<file path="config.mk">
export PLATFORM = sky130hd
export DESIGN_NAME = vts_regs
export DESIGN_NICKNAME = d
export VERILOG_FILES = /design/src/hdl/vts_pkg.sv /design/src/hdl/vts_regs.sv
export SDC_FILE = /design/constraint.sdc
export NUM_CORES = 1
export LEC_CHECK = 0
export BUFFER_PORTS_ARGS = -buffer_cell sky130_fd_sc_hd__buf_2
export CAP_MARGIN = 0
export CELL_PAD_IN_SITES_DETAIL_PLACEMENT = 0
export CELL_PAD_IN_SITES_GLOBAL_PLACEMENT = 1
export CORE_MARGIN = 8
export CORE_UTILIZATION = 39
export DETAILED_ROUTE_END_ITERATION = 8
export GPL_ROUTABILITY_DRIVEN = 0
export PLACE_DENSITY_LB_ADDON = 0.1
export SYNTH_ARGS = -nofsm -noshare
export SYNTH_HDL_FRONTEND = slang
export SYNTH_SLANG_ARGS = --single-unit
</file>
<file path="constraint.sdc">
create_clock -name clk -period 2.3 [get_ports clk]
set_input_delay 0.345 -clock clk [delete_from_list [all_inputs] [get_ports clk]]
set_output_delay 0.345 -clock clk [all_outputs]
set_load 0.02 [all_outputs]
</file>
<file path="src/hdl/vts_pkg.sv">
package vts_pkg;

  localparam int STORE_DEPTH = 32768;
  localparam int SAMPLE_BITS = 16;
  localparam int ADDR_BITS   = $clog2(STORE_DEPTH);
  localparam int FRAC_SHIFT  = SAMPLE_BITS - 8;
  localparam logic [16:0] ONE_Q16 = 17'h10000;

  // Register indexes
  localparam logic [2:0] REG_ORIGIN_X   = 3'd0;
  localparam logic [2:0] REG_ORIGIN_Y   = 3'd1;
  localparam logic [2:0] REG_ORIGIN_Z   = 3'd2;
  localparam logic [2:0] REG_INV_STEP_X = 3'd3;
  localparam logic [2:0] REG_INV_STEP_Y = 3'd4;
  localparam logic [2:0] REG_INV_STEP_Z = 3'd5;
  localparam logic [2:0] REG_DIM_X      = 3'd6;
  localparam logic [2:0] REG_DIM_Y      = 3'd7;

  localparam logic KIND_LOAD  = 1'b0;
  localparam logic KIND_QUERY = 1'b1;

  typedef struct packed {
    logic signed [31:0] origin_x;
    logic signed [31:0] origin_y;
    logic signed [31:0] origin_z;
    logic [31:0]        inv_step_x;
    logic [31:0]        inv_step_y;
    logic [31:0]        inv_step_z;
    logic [10:0]        dim_x;
    logic [10:0]        dim_y;
  } cfg_t;

  // Memory port command from the sequencer
  typedef struct packed {
    logic                     wr;
    logic                     rd;
    logic [ADDR_BITS-1:0]     addr;
    logic [SAMPLE_BITS-1:0]   wdata;
  } mem_cmd_t;

endpackage

</file>
<file path="src/hdl/vts_regs.sv">
module vts_regs (
  input  logic               clk,
  input  logic               rst,
  input  logic               psel,
  input  logic               penable,
  input  logic               pwrite,
  input  logic [4:0]         paddr,
  input  logic [31:0]        pwdata,
  output logic [31:0]        prdata,
  output vts_pkg::cfg_t      cfg
);
  import vts_pkg::*;

  logic [2:0] idx;
  assign idx = paddr[4:2];

  // Write registers on the access cycle
  always_ff @(posedge clk) begin
    if (rst) begin
      cfg.origin_x   <= '0;
      cfg.origin_y   <= '0;
      cfg.origin_z   <= '0;
      cfg.inv_step_x <= 32'h10000;
      cfg.inv_step_y <= 32'h10000;
      cfg.inv_step_z <= 32'h10000;
      cfg.dim_x      <= 11'd32;
      cfg.dim_y      <= 11'd32;
    end else if (psel && penable && pwrite) begin
      case (idx)
        REG_ORIGIN_X:   cfg.origin_x   <= pwdata;
        REG_ORIGIN_Y:   cfg.origin_y   <= pwdata;
        REG_ORIGIN_Z:   cfg.origin_z   <= pwdata;
        REG_INV_STEP_X: cfg.inv_step_x <= pwdata;
        REG_INV_STEP_Y: cfg.inv_step_y <= pwdata;
        REG_INV_STEP_Z: cfg.inv_step_z <= pwdata;
        REG_DIM_X:      cfg.dim_x      <= pwdata[10:0];
        REG_DIM_Y:      cfg.dim_y      <= pwdata[10:0];
        default: ;
      endcase
    end
  end

  // Read back
  always_comb begin
    case (idx)
      REG_ORIGIN_X:   prdata = cfg.origin_x;
      REG_ORIGIN_Y:   prdata = cfg.origin_y;
      REG_ORIGIN_Z:   prdata = cfg.origin_z;
      REG_INV_STEP_X: prdata = cfg.inv_step_x;
      REG_INV_STEP_Y: prdata = cfg.inv_step_y;
      REG_INV_STEP_Z: prdata = cfg.inv_step_z;
      REG_DIM_X:      prdata = {21'd0, cfg.dim_x};
      REG_DIM_Y:      prdata = {21'd0, cfg.dim_y};
      default:        prdata = '0;
    endcase
  end

endmodule

</file>
# After elaboration in Yosys (flattened, before gate mapping)
# Cells that the tools add are included.
# word_totals
reg_bits	214
in_bits	42
elab_cells	27
# op_classes
n_eq_ne	7
muxes	1
reduce_logical	11
# ops
cell	count
32-bit one-hot mux with 8 select lines	1
2-bit AND reduction	8
3-bit == test (second input constant)	4
3-bit by 2-bit == test with 1-bit output (second input constant)	2
3-bit by 1-bit == test with 1-bit output (second input constant)	1
3-bit logical NOT	1
1-bit logical AND	2

# Logic depth before layout (Yosys ltp)
# Gate-level depths: netlist of the first run.
# logic_depth
word_depth	3
ltp_mapped	7
mapped_depth_nobuf	4

# Least setup slack after synthesis of the first run
# Ideal clock, no wire load.
# synth_timing
path_kind	input port to output port
start	input paddr[3]
end	output prdata[0]
t_arrival_ps	1542
required_time_ps	1955
setup_slack_ps	413
stages	7
cell_sequence	buf_2 nor2b_1 buf_2 buf_2 o2bb2ai_1 a221oi_1 nor2_1
# synth_via
elab_chain_len	2
word_cells_on_any_way	9
cone_classes	eq/ne: 7; mux: 1; reduce/logical: 1
# synth_rtl
item	line	rtl
start: declaration	vts_regs.sv:7	input logic [4:0] paddr,
3-bit == test, or another cell as far along	vts_regs.sv:45	case (idx)
32-bit one-hot mux with 8 select lines *	vts_regs.sv:45	
end: declaration	vts_regs.sv:9	output logic [31:0] prdata,
# Mark *: on every way between the ends. The rest lies on a longest branch, timed or not.

# Final worst setup path of the first run
# layout_timing
start	input paddr[3]
end	output prdata[21]
# The elaborated chain is that of the path after synthesis.

==> qor.yml, run 1 <==
wl_per_cell_um: 21.00
worstSetupEndpointType: "primary output"
synth_compound_gate_area_share_pct: 20.75
cts_sinks: 214
first_iter_violations: 886
outcome: "completed"
rrSetupSlack_ns: 1.58
tns_ns: 0
critPathKind: "in2out"
yosys.area.top_type: "dfxtp_1"
antenna_found_initial: 1
syn_inst: 1214
syn-cell-area_um2: 9251
synth_area_leaders: "dfxtp_1 46%, nand2_1 17%, a21oi_1 12%"
die-height_um: 170.0
synth_fp_nets: 1256
wirelength_mm: 37.92
ys_seq_area_share_pct: 46.31
drive_above_1_share_pct: 27.64
largest-register: "cfg"
fin_crit_sh_pct: 93.52
numPortBuffers: 285
reg_top3: "cfg: 214 flops"
first_pass_iters: 5
grt_usage_pct: 25.00
finalNetCount: 1511
die_area_um2: 28910
r2r_cells: 2
diodes: 0
r2r-end: "cfg[11]"
hold_viol: 0
synth.distinct_cells: 33
cts_buffers: 24
fmax_ghz: 0.4649
cts_tree: "done"
drv_slew: 0
cts_root_buf: "clkbuf_16"
required_ns: 1.96
final_cell_mix: "411 x nand2_1, 282 x buf_2, 227 x a21oi_1, 214 x dfxtp_1, 53 x nor2_1"
hold_path_class: "in2reg"
drv_cap: 0
num_vias: 9617
setup_viol: 0
grt_overflow: 0
start_util_pct: 39.53
die_w_um: 170.0
synthXorXnorAreaFrac_pct: 0
largest_register_ffs: 214
ys_warn_count: 0
muxShareOfSynthArea_pct: 4.855
core-area_um2: 23400
cts_htree_levels: 1
whs_path_depth: 3
synth-simple-area-share_pct: 21.98
clk_path_buf_depth: 3
min_period_ns: 2.151
reg2reg_from: "cfg[11]"
num-fill-cells: 2434
peakVddDrop_v: 0.0004239
rsz0062_at_grt: "no"
powerDensity_nw_per_um2: 695.8
vias_per_cell: 5.325
critPathArrivalTime_ns: 1.81
power.leakage_nw: 5.075
area_growth_pct: 30.00
worstHoldStart: "pwdata[20]"
clock_latency_ns: 0.51
post_cts_buffers: 0
remaining_drc_errors: 0
path_max_fanout: 16
start_kind: "input port"
post-dp-hpwl_mm: 25.79
grt_pass1_vias: 9234
min_to: "cfg[42]"
power_mw: 8.367
skew_ns: 0
final_common_cell: "nand2_1"
slew_headroom_pct: 47.17
ant_nets: 0
io_pins: 288
synth_area_per_cell_um2: 7.621
multi_input_area_um2: 4459
synth_top_area_share_pct: 46.31
tightestPinTransition_ns: 0.7925
regArea_um2: 4284
row_count: 56
clk_pin_slew_ns: 0.06
synth_top_family_by_area: "simple AND/OR/NAND/NOR gates"
grt_pass1_wl_mm: 56.45
grt_max_degree: 62
synth-seq-cells: 214
synthAdderAreaFrac_pct: 0
per-stage QoR:
step	hold slack [ns]	util [%]	instance area [µm²]	instances	setup WS (ns)
CTS	0.09809	51.38	12020	1806	0.02254
global placement	0.4530	47.93	11220	1762	0.03414
floorplan	0.4660	-	9251	1214	0.4129
finish	0.1121	51.39	12030	1806	0.1491
detailed placement	0.4608	47.93	11220	1762	0.03945
global route	0.1069	51.39	12030	1806	0.02429
synth_stat cells:
master,count
a22oi_1,2
mux2i_1,28
clkinv_1,1
o21a_1,4
nor3_1,4
a22o_1,10
buf_1,1
inv_1,11
mux4_2,3
mux2_2,9
a211o_1,4
or2_2,3
or3_1,3
nor2_1,58
a32oi_1,2
nor3_2,2
a221oi_1,24
dfxtp_1,214
a222oi_1,10
nand4b_4,1
buf_4,3
or2_1,1
nand4_4,1
nor2b_1,12
nand2_1,411
o21ai_0,26
and2_1,1
nand2b_1,4
clkbuf_1,49
nand3b_1,5
o2bb2ai_1,18
buf_2,62
a21oi_1,227
power breakdown:
part	internal, mW	leakage, nW	switching [mW]
Combinational	0.225	2.95	0.482
Sequential	3.73	1.73	0.0237
Clock	2.35	0.402	1.55
Total	6.31	5.07	2.05
worst max-delay path, stage by stage:
cell	delay (ns)
buf_4	0.26
buf_4	0.35
mux2_2	0.37
a221oi_1	0.23
a21oi_1	0.06
buf_2	0.17
per-layer routing:
metal	part of all wire, %	up-vias	GRT usage (%)
met3	8.6	58	5.120
li1	-	4586	-
met2	46	435	40.95
met4	1.8	2	5.835
met1	43	4536	33.35
met5	0.034	-	0
how the worst max path moves through the flow:
stage	from	endpoint	slack, ns
2_1_floorplan	paddr[3]	prdata[0]	0.41
3_3_place_gp	paddr[4]	prdata[0]	0.03
3_5_place_dp	paddr[4]	prdata[0]	0.04
4_1_cts	paddr[4]	prdata[0]	0.02
5_1_grt	paddr[3]	prdata[19]	0.02
6_report	paddr[3]	prdata[21]	0.15
logic make-up after synthesis:
family          Yosys count
mux                      40
compound gates          327
flops                   214
simple gates            506
buf+inv                 127
timing repair:
item | in CTS | in global routing
hold buffers | 0 | 0
setup endpoints to repair | 0 | 1
gates resized for setup | 0 | 1
layout make-up:
class / count / share of cell area [%]
Sequential cell: 214 / 35.62
Multi-Input combinational cell: 873 / 37.08
Inverter: 12 / 0.3745
Clock buffer: 39 / 6.305
Tap cell: 319 / 3.319
Clock inverter: 5 / 0.4161
Timing Repair Buffer: 344 / 16.89
No activity file was read; power rests on OpenSTA's default activity.
==> inputs of run 2 (changes only) <==
Settings changed: ABC_AREA set to 1.
==> qor.yml, run 2 <==
outcome: "completed"  # unchanged
ant_nets: 0  # unchanged
largest-register: "cfg"  # unchanged
synthXorXnorAreaFrac_pct: 0  # unchanged
muxShareOfSynthArea_pct: 0  # was 4.855%
critPathKind: "in2out"  # unchanged
grt_pass1_wl_mm: 61.68  # was 56.45 mm
swShare_pct: 24.86  # was 24.54%
ys_seq_area_share_pct: 44.50  # was 46.31%
powerDensity_nw_per_um2: 705.0  # was 695.8 nW/µm²
synth-simple-area-share_pct: 34.52  # was 21.98%
first_pass_iters: 5  # unchanged
grt_pass1_vias: 10180  # was 9234
clock_power_share_pct: 48.3  # was 46.6%
syn-cell-area_um2: 9627  # was 9251 µm²
largest_register_ffs: 214  # unchanged
synth-seq-cells: 214  # unchanged
ys_warn_count: 0  # unchanged
die_w_um: 173.1  # was 170.0 µm
row_count: 57  # was 56
drv_slew: 0  # unchanged
setup_viol: 0  # unchanged
clock_latency_ns: 0.52  # was 0.51 ns
hold_viol: 0  # unchanged
post_cts_buffers: 0  # unchanged
num-fill-cells: 2540  # was 2434
multi_input_area_um2: 4522  # was 4459 µm²
grt_max_degree: 70  # was 62
cts_hold_buf: 0  # unchanged
skew_ns: 0  # unchanged
clk_pin_slew_ns: 0.06  # about the same
vias_per_cell: 5.260  # was 5.325
yosys-top-cells-count: "399 x nor2_1, 214 x dfxtp_1, 210 x o21ai_0"  # was 411 x nand2_1, 227 x a21oi_1, 214 x dfxtp_1
top_layer: "met4"  # was met5
yosys.area.top_type: "dfxtp_1"  # unchanged
drv_cap: 0  # unchanged
power.leakage_nw: 5.915  # was 5.075 nW
synth_fp_nets: 1468  # was 1256
final_common_cell: "nor2_1"  # was nand2_1
synth_compound_gate_area_share_pct: 12.11  # was 20.75%
cts_htree_levels: 1  # unchanged
synth_top_family_by_area: "simple AND/OR/NAND/NOR gates"  # unchanged
drive_above_1_share_pct: 23.38  # was 27.64%
numPortBuffers: 285  # unchanged
area_growth_pct: 27.44  # was 30.00%
wl_met1_mm: 17.79  # was 16.38 mm
required_ns: 1.96  # about the same
rrSetupSlack_ns: 1.59  # was 1.58 ns
path_max_fanout: 33  # was 16
fmax_ghz: 0.4870  # was 0.4649 GHz
synth-edff-count: 0  # unchanged
grt_usage_pct: 25.73  # was 25.00%
fin_cells: 2007  # was 1806
yosysMostFrequentCell: "nor2_1"  # was nand2_1
final_cell_mix: "399 x nor2_1, 285 x buf_2, 214 x dfxtp_1, 210 x o21ai_0, 130 x nand2_1"  # was 411 x nand2_1, 282 x buf_2, 227 x a21oi_1, 214 x dfxtp_1, 53 x nor2_1
slew_headroom_pct: 33.75  # was 47.17%
fin_crit_sh_pct: 89.28  # was 93.52%
wl_met3_mm: 3.678  # was 3.248 mm
antenna_found_initial: 2  # was 1
min_period_ns: 2.053  # was 2.151 ns
p_int_mw: 6.499  # was 6.314 mW
critPathArrivalTime_ns: 1.71  # was 1.81 ns
cts_tree: "done"  # unchanged
post-dp-hpwl_mm: 27.53  # was 25.79 mm
reg_top3: "cfg: 214 flops"  # unchanged
synth.distinct_cells: 21  # was 33
worstSetupEndpointType: "primary output"  # unchanged
die_area_um2: 29970  # was 28910 µm²
peakVddDrop_v: 0.0004131  # was 0.0004239 V
die-height_um: 173.1  # was 170.0 µm
cts_resized: 0  # unchanged
p_seq_share_pct: 43.9  # was 44.9%
wl_per_cell_um: 20.10  # was 21.00 µm
synth_ff_type: "dfxtp_1"  # unchanged
routed-wl-met2_mm: 17.77  # was 17.61 mm
num_vias: 10560  # was 9617
syn_inst: 1426  # was 1214
start_kind: "input port"  # unchanged
synth_area_per_cell_um2: 6.751  # was 7.621 µm²
regArea_um2: 4284  # unchanged
r2r-end: "cfg[22]"  # was cfg[11]
reg2reg_from: "cfg[22]"  # was cfg[11]
synth_area_leaders: "dfxtp_1 45%, nor2_1 16%, o21ai_0 11%"  # was dfxtp_1 46%, nand2_1 17%, a21oi_1 12%
wirelength_mm: 40.33  # was 37.92 mm
power_frac_comb_pct: 7.8  # was 8.4%
core-area_um2: 24250  # was 23400 µm²
ys_async_sr_fraction_pct: 0  # unchanged
tightestPinTransition_ns: 0.9913  # was 0.7925 ns
rsz0062_at_grt: "no"  # unchanged
power.switching_mw: 2.150  # was 2.054 mW
endpoint: "prdata[0]"  # was prdata[21]
start_util_pct: 39.70  # was 39.53%
synthAdderAreaFrac_pct: 0  # unchanged
tns_ns: 0  # unchanged
grt_overflow: 0  # unchanged
remaining_drc_errors: 0  # unchanged
r2r_cells: 2  # unchanged
clk_path_buf_depth: 3  # unchanged
crit_start: "paddr[4]"  # was paddr[3]
dp.cells: 1960  # was 1762
cts_root_buf: "clkbuf_16"  # unchanged
cts_buffers: 25  # was 24
hold_path_class: "in2reg"  # unchanged
first_iter_violations: 1014  # was 886
cts_sinks: 214  # unchanged
synth_top_area_share_pct: 44.50  # was 46.31%
io_pins: 288  # unchanged
finalNetCount: 1705  # was 1511
-- run 2: area by class of cell --
cell class	count	share of cell area, %
Multi-Input combinational cell	1004	36.86
Antenna cell	2	0.04080
Tap cell	324	3.304
Clock buffer	35	5.732
Sequential cell	214	34.92
Clock inverter	10	1.244
Timing Repair Buffer	333	15.28
Inverter	85	2.621
-- run 2: worst min-delay path by stage --
stage | startpoint | endpoint | slack (ns) | cells past startpoint
floorplan | pwdata[16] | cfg[102] | 0.46 | 2
CTS | pwdata[16] | cfg[102] | 0.11 | 3
global route | pwdata[16] | cfg[102] | 0.14 | 3
finish | pwdata[16] | cfg[102] | 0.12 | 3
detailed placement | cfg[102] | cfg[102] | 0.49 | 2
global placement | cfg[70] | cfg[70] | 0.47 | 2
-- run 2: cells by family after synthesis --
| family | count (synthesis) |
|---|---|
| simple gates | 772 |
| flops | 214 |
| compound gates | 232 |
| buf+inv | 208 |
-- run 2: metal layers --
metal	up-vias	track usage (%)
met2	432	39.93
li1	5150	-
met5	-	0
met4	0	7.725
met1	4899	34.44
met3	76	6.861
-- run 2: through the flow --
stage	hold slack (ns)	total power, mW	setup slack, ns	util [%]	cell area (µm²)
floorplan	0.4582	4.232	0.6702	-	9627
global placement	0.4675	4.547	0.2778	47.04	11410
detailed placement	0.4907	4.548	0.2664	47.04	11410
CTS	0.1103	8.722	0.2642	50.57	12260
global route	0.1372	8.914	0.1960	50.59	12270
finish	0.1222	8.649	0.2466	50.59	12270
-- run 2: worst max-delay path, stage by stage --
cell     delay, ns
buf_2         0.12
buf_4         0.39
nand3_1       0.14
buf_4         0.21
nor2_1        0.17
nor2_1        0.07
nand3_1       0.08
buf_2         0.16
-- run 2: power by group through the flow --
stage	Sequential (mW)	Clock, mW	Combinational [mW]
2_1_floorplan	3.93	0	0.306
6_report	3.79	4.18	0.678
5_1_grt	3.80	4.39	0.728
3_3_place_gp	3.87	0	0.673
4_1_cts	3.79	4.25	0.675
3_5_place_dp	3.87	0	0.674
==> inputs of run 3 (changes only) <==
Settings changed: CORE_ASPECT_RATIO set to 2, SETUP_SLACK_MARGIN set to 0.3.
==> qor.yml, run 3 (synthesis results as in run 2) <==
first_pass_iters: 5  # unchanged
powerDensity_nw_per_um2: 649.8  # was 705.0 nW/µm²
multi_input_area_um2: 4532  # was 4522 µm²
p_seq_share_pct: 48.1  # was 43.9%
grt_overflow: 0  # unchanged
largest-register: "cfg"  # unchanged
num-fill-cells: 2571  # was 2540
critPathSlowestCell: "buf_2"  # was buf_4
core-area_um2: 24320  # was 24250 µm²
numPortBuffers: 285  # unchanged
path_cells: "buf_2 > inv_4 > buf_12 > nand3_4 > buf_12 > nor2_1 > nor2_1 > nand3_1 > buf_2"  # was buf_2 > buf_4 > nand3_1 > buf_4 > nor2_1 > nor2_1 > nand3_1 > buf_2
outcome: "completed"  # unchanged
peakVddDrop_v: 0.0009338  # was 0.0004131 V
setup_viol: 0  # unchanged
cts_htree_levels: 1  # unchanged
slowest_delay_ns: 0.20  # was 0.39 ns
rrSetupSlack_ns: 1.61  # was 1.59 ns
rsz0062_at_grt: "yes"  # was no
slew_headroom_pct: 40.56  # was 33.75%
first_iter_violations: 1025  # was 1014
die_area_um2: 30270  # was 29970 µm²
critPathKind: "in2out"  # unchanged
vias_per_cell: 5.325  # was 5.260
cts_tree: "done"  # unchanged
path_max_fanout: 23  # was 33
diodes: 0  # was 2
wirelength_mm: 40.93  # was 40.33 mm
worstHoldStart: "pwdata[16]"  # unchanged
fmax_ghz: 0.5167  # was 0.4870 GHz
post_cts_buffers: 0  # unchanged
cts_hold_buf: 0  # unchanged
p_int_mw: 5.854  # was 6.499 mW
final_cell_mix: "398 x nor2_1, 282 x buf_2, 214 x dfxtp_1, 210 x o21ai_0, 130 x nand2_1"  # was 399 x nor2_1, 285 x buf_2, 214 x dfxtp_1, 210 x o21ai_0, 130 x nand2_1
hold_viol: 0  # unchanged
cts_buffers: 21  # was 25
clock_power_share_pct: 43.1  # was 48.3%
drive_above_1_share_pct: 23.41  # was 23.38%
start_kind: "input port"  # unchanged
skew_ns: 0  # unchanged
wl_per_cell_um: 20.79  # was 20.10 µm
num_vias: 10480  # was 10560
power.leakage_nw: 5.882  # was 5.915 nW
post-dp-hpwl_mm: 28.50  # was 27.53 mm
clock_latency_ns: 0.50  # was 0.52 ns
clk_pin_slew_ns: 0.07  # was 0.06 ns
cts_sinks: 214  # unchanged
row_count: 81  # was 57
start_util_pct: 39.58  # was 39.70%
tightestPinTransition_ns: 0.8895  # was 0.9913 ns
reg2reg_from: "cfg[57]"  # was cfg[22]
die_w_um: 127.1  # was 173.1 µm
critPathArrivalTime_ns: 1.59  # was 1.71 ns
worstSetupEndpointType: "primary output"  # unchanged
die-height_um: 238.2  # was 173.1 µm
drv_slew: 0  # unchanged
cts_root_buf: "clkbuf_16"  # unchanged
tns_ns: 0  # unchanged
remaining_drc_errors: 0  # unchanged
regArea_um2: 4284  # unchanged
clk_path_buf_depth: 3  # unchanged
fin_area_um2: 12130  # was 12270 µm²
placed_cell_area_um2: 11400  # was 11410 µm²
power_frac_comb_pct: 8.8  # was 7.8%
required_ns: 1.96  # about the same
power.switching_mw: 2.030  # was 2.150 mW
hold_path_class: "in2reg"  # unchanged
grt_max_degree: 78  # was 70
finalNetCount: 1709  # was 1705
min_period_ns: 1.936  # was 2.053 ns
reg_top3: "cfg: 214 flops"  # unchanged
ant_nets: 0  # unchanged
area_growth_pct: 26.03  # was 27.44%
drv_cap: 0  # unchanged
fin_crit_sh_pct: 84.15  # was 89.28%
swShare_pct: 25.75  # was 24.86%
grt_pass1_wl_mm: 61.11  # was 61.68 mm
final_common_cell: "nor2_1"  # unchanged
grt_pass1_vias: 9964  # was 10180
crit_start: "paddr[4]"  # unchanged
grt_usage_pct: 25.88  # was 25.73%
io_pins: 288  # unchanged
antenna_found_initial: 0  # was 2
largest_register_ffs: 214  # unchanged
==> run 3: power groups by stage <==
stage / clock, mW / combinational [mW] / sequential, mW
after detailed placement: 0 / 0.679 / 3.88
after floorplan: 0 / 0.306 / 3.93
final: 3.39 / 0.698 / 3.79
after CTS: 3.46 / 0.682 / 3.79
after global routing: 3.61 / 0.745 / 3.80
after global placement: 0 / 0.677 / 3.87
==> run 3: layout make-up <==
type | count | area share, %
Clock inverter | 5 | 0.4125
Timing Repair Buffer | 341 | 16.30
Sequential cell | 214 | 35.31
Inverter | 85 | 2.692
Multi-Input combinational cell | 1004 | 37.35
Clock buffer | 30 | 4.940
Tap cell | 290 | 2.991
==> run 3: worst paths after layout <==
kind	endpoint	cells past startpoint
setup / recovery	prdata[25]	9
hold / removal	cfg[102]	3
setup reg to reg	cfg[57]	2
hold reg to reg	cfg[98]	2
==> run 3: per-layer routing <==
metal / vias to the layer above / global-route usage [%] / part of all wire (%)
li1: 5134 / - / -
met1: 4877 / 28.84 / 37
met2: 422 / 47.02 / 53
met3: 51 / 4.964 / 7.0
met4: 0 / 10.23 / 3.2
met5: - / 0 / 0
==> run 3: worst max-delay path, delay by kind of cell <==
family        cells  cell delay [ns]
buf+inv           5             0.80
simple gates      4             0.41
==> run 3: per-stage QoR <==
stage	instances	hold WS [ns]	util [%]	setup WS, ns	total power [mW]
final	1969	0.1516	49.88	0.3645	7.884
after global routing	1969	0.1623	49.88	0.2797	8.152
after CTS	1968	0.1308	49.58	0.2926	7.938
after detailed placement	1933	0.4866	46.87	0.2540	4.554
after global placement	1933	0.4754	46.87	0.2615	4.551
after floorplan	1426	0.4582	-	0.6702	4.232
==> run 3: repair_timing <==
item	4_1_cts	5_1_grt
gates cloned	0	1
resized for setup	2	15
endpoints found under the setup margin	10	32
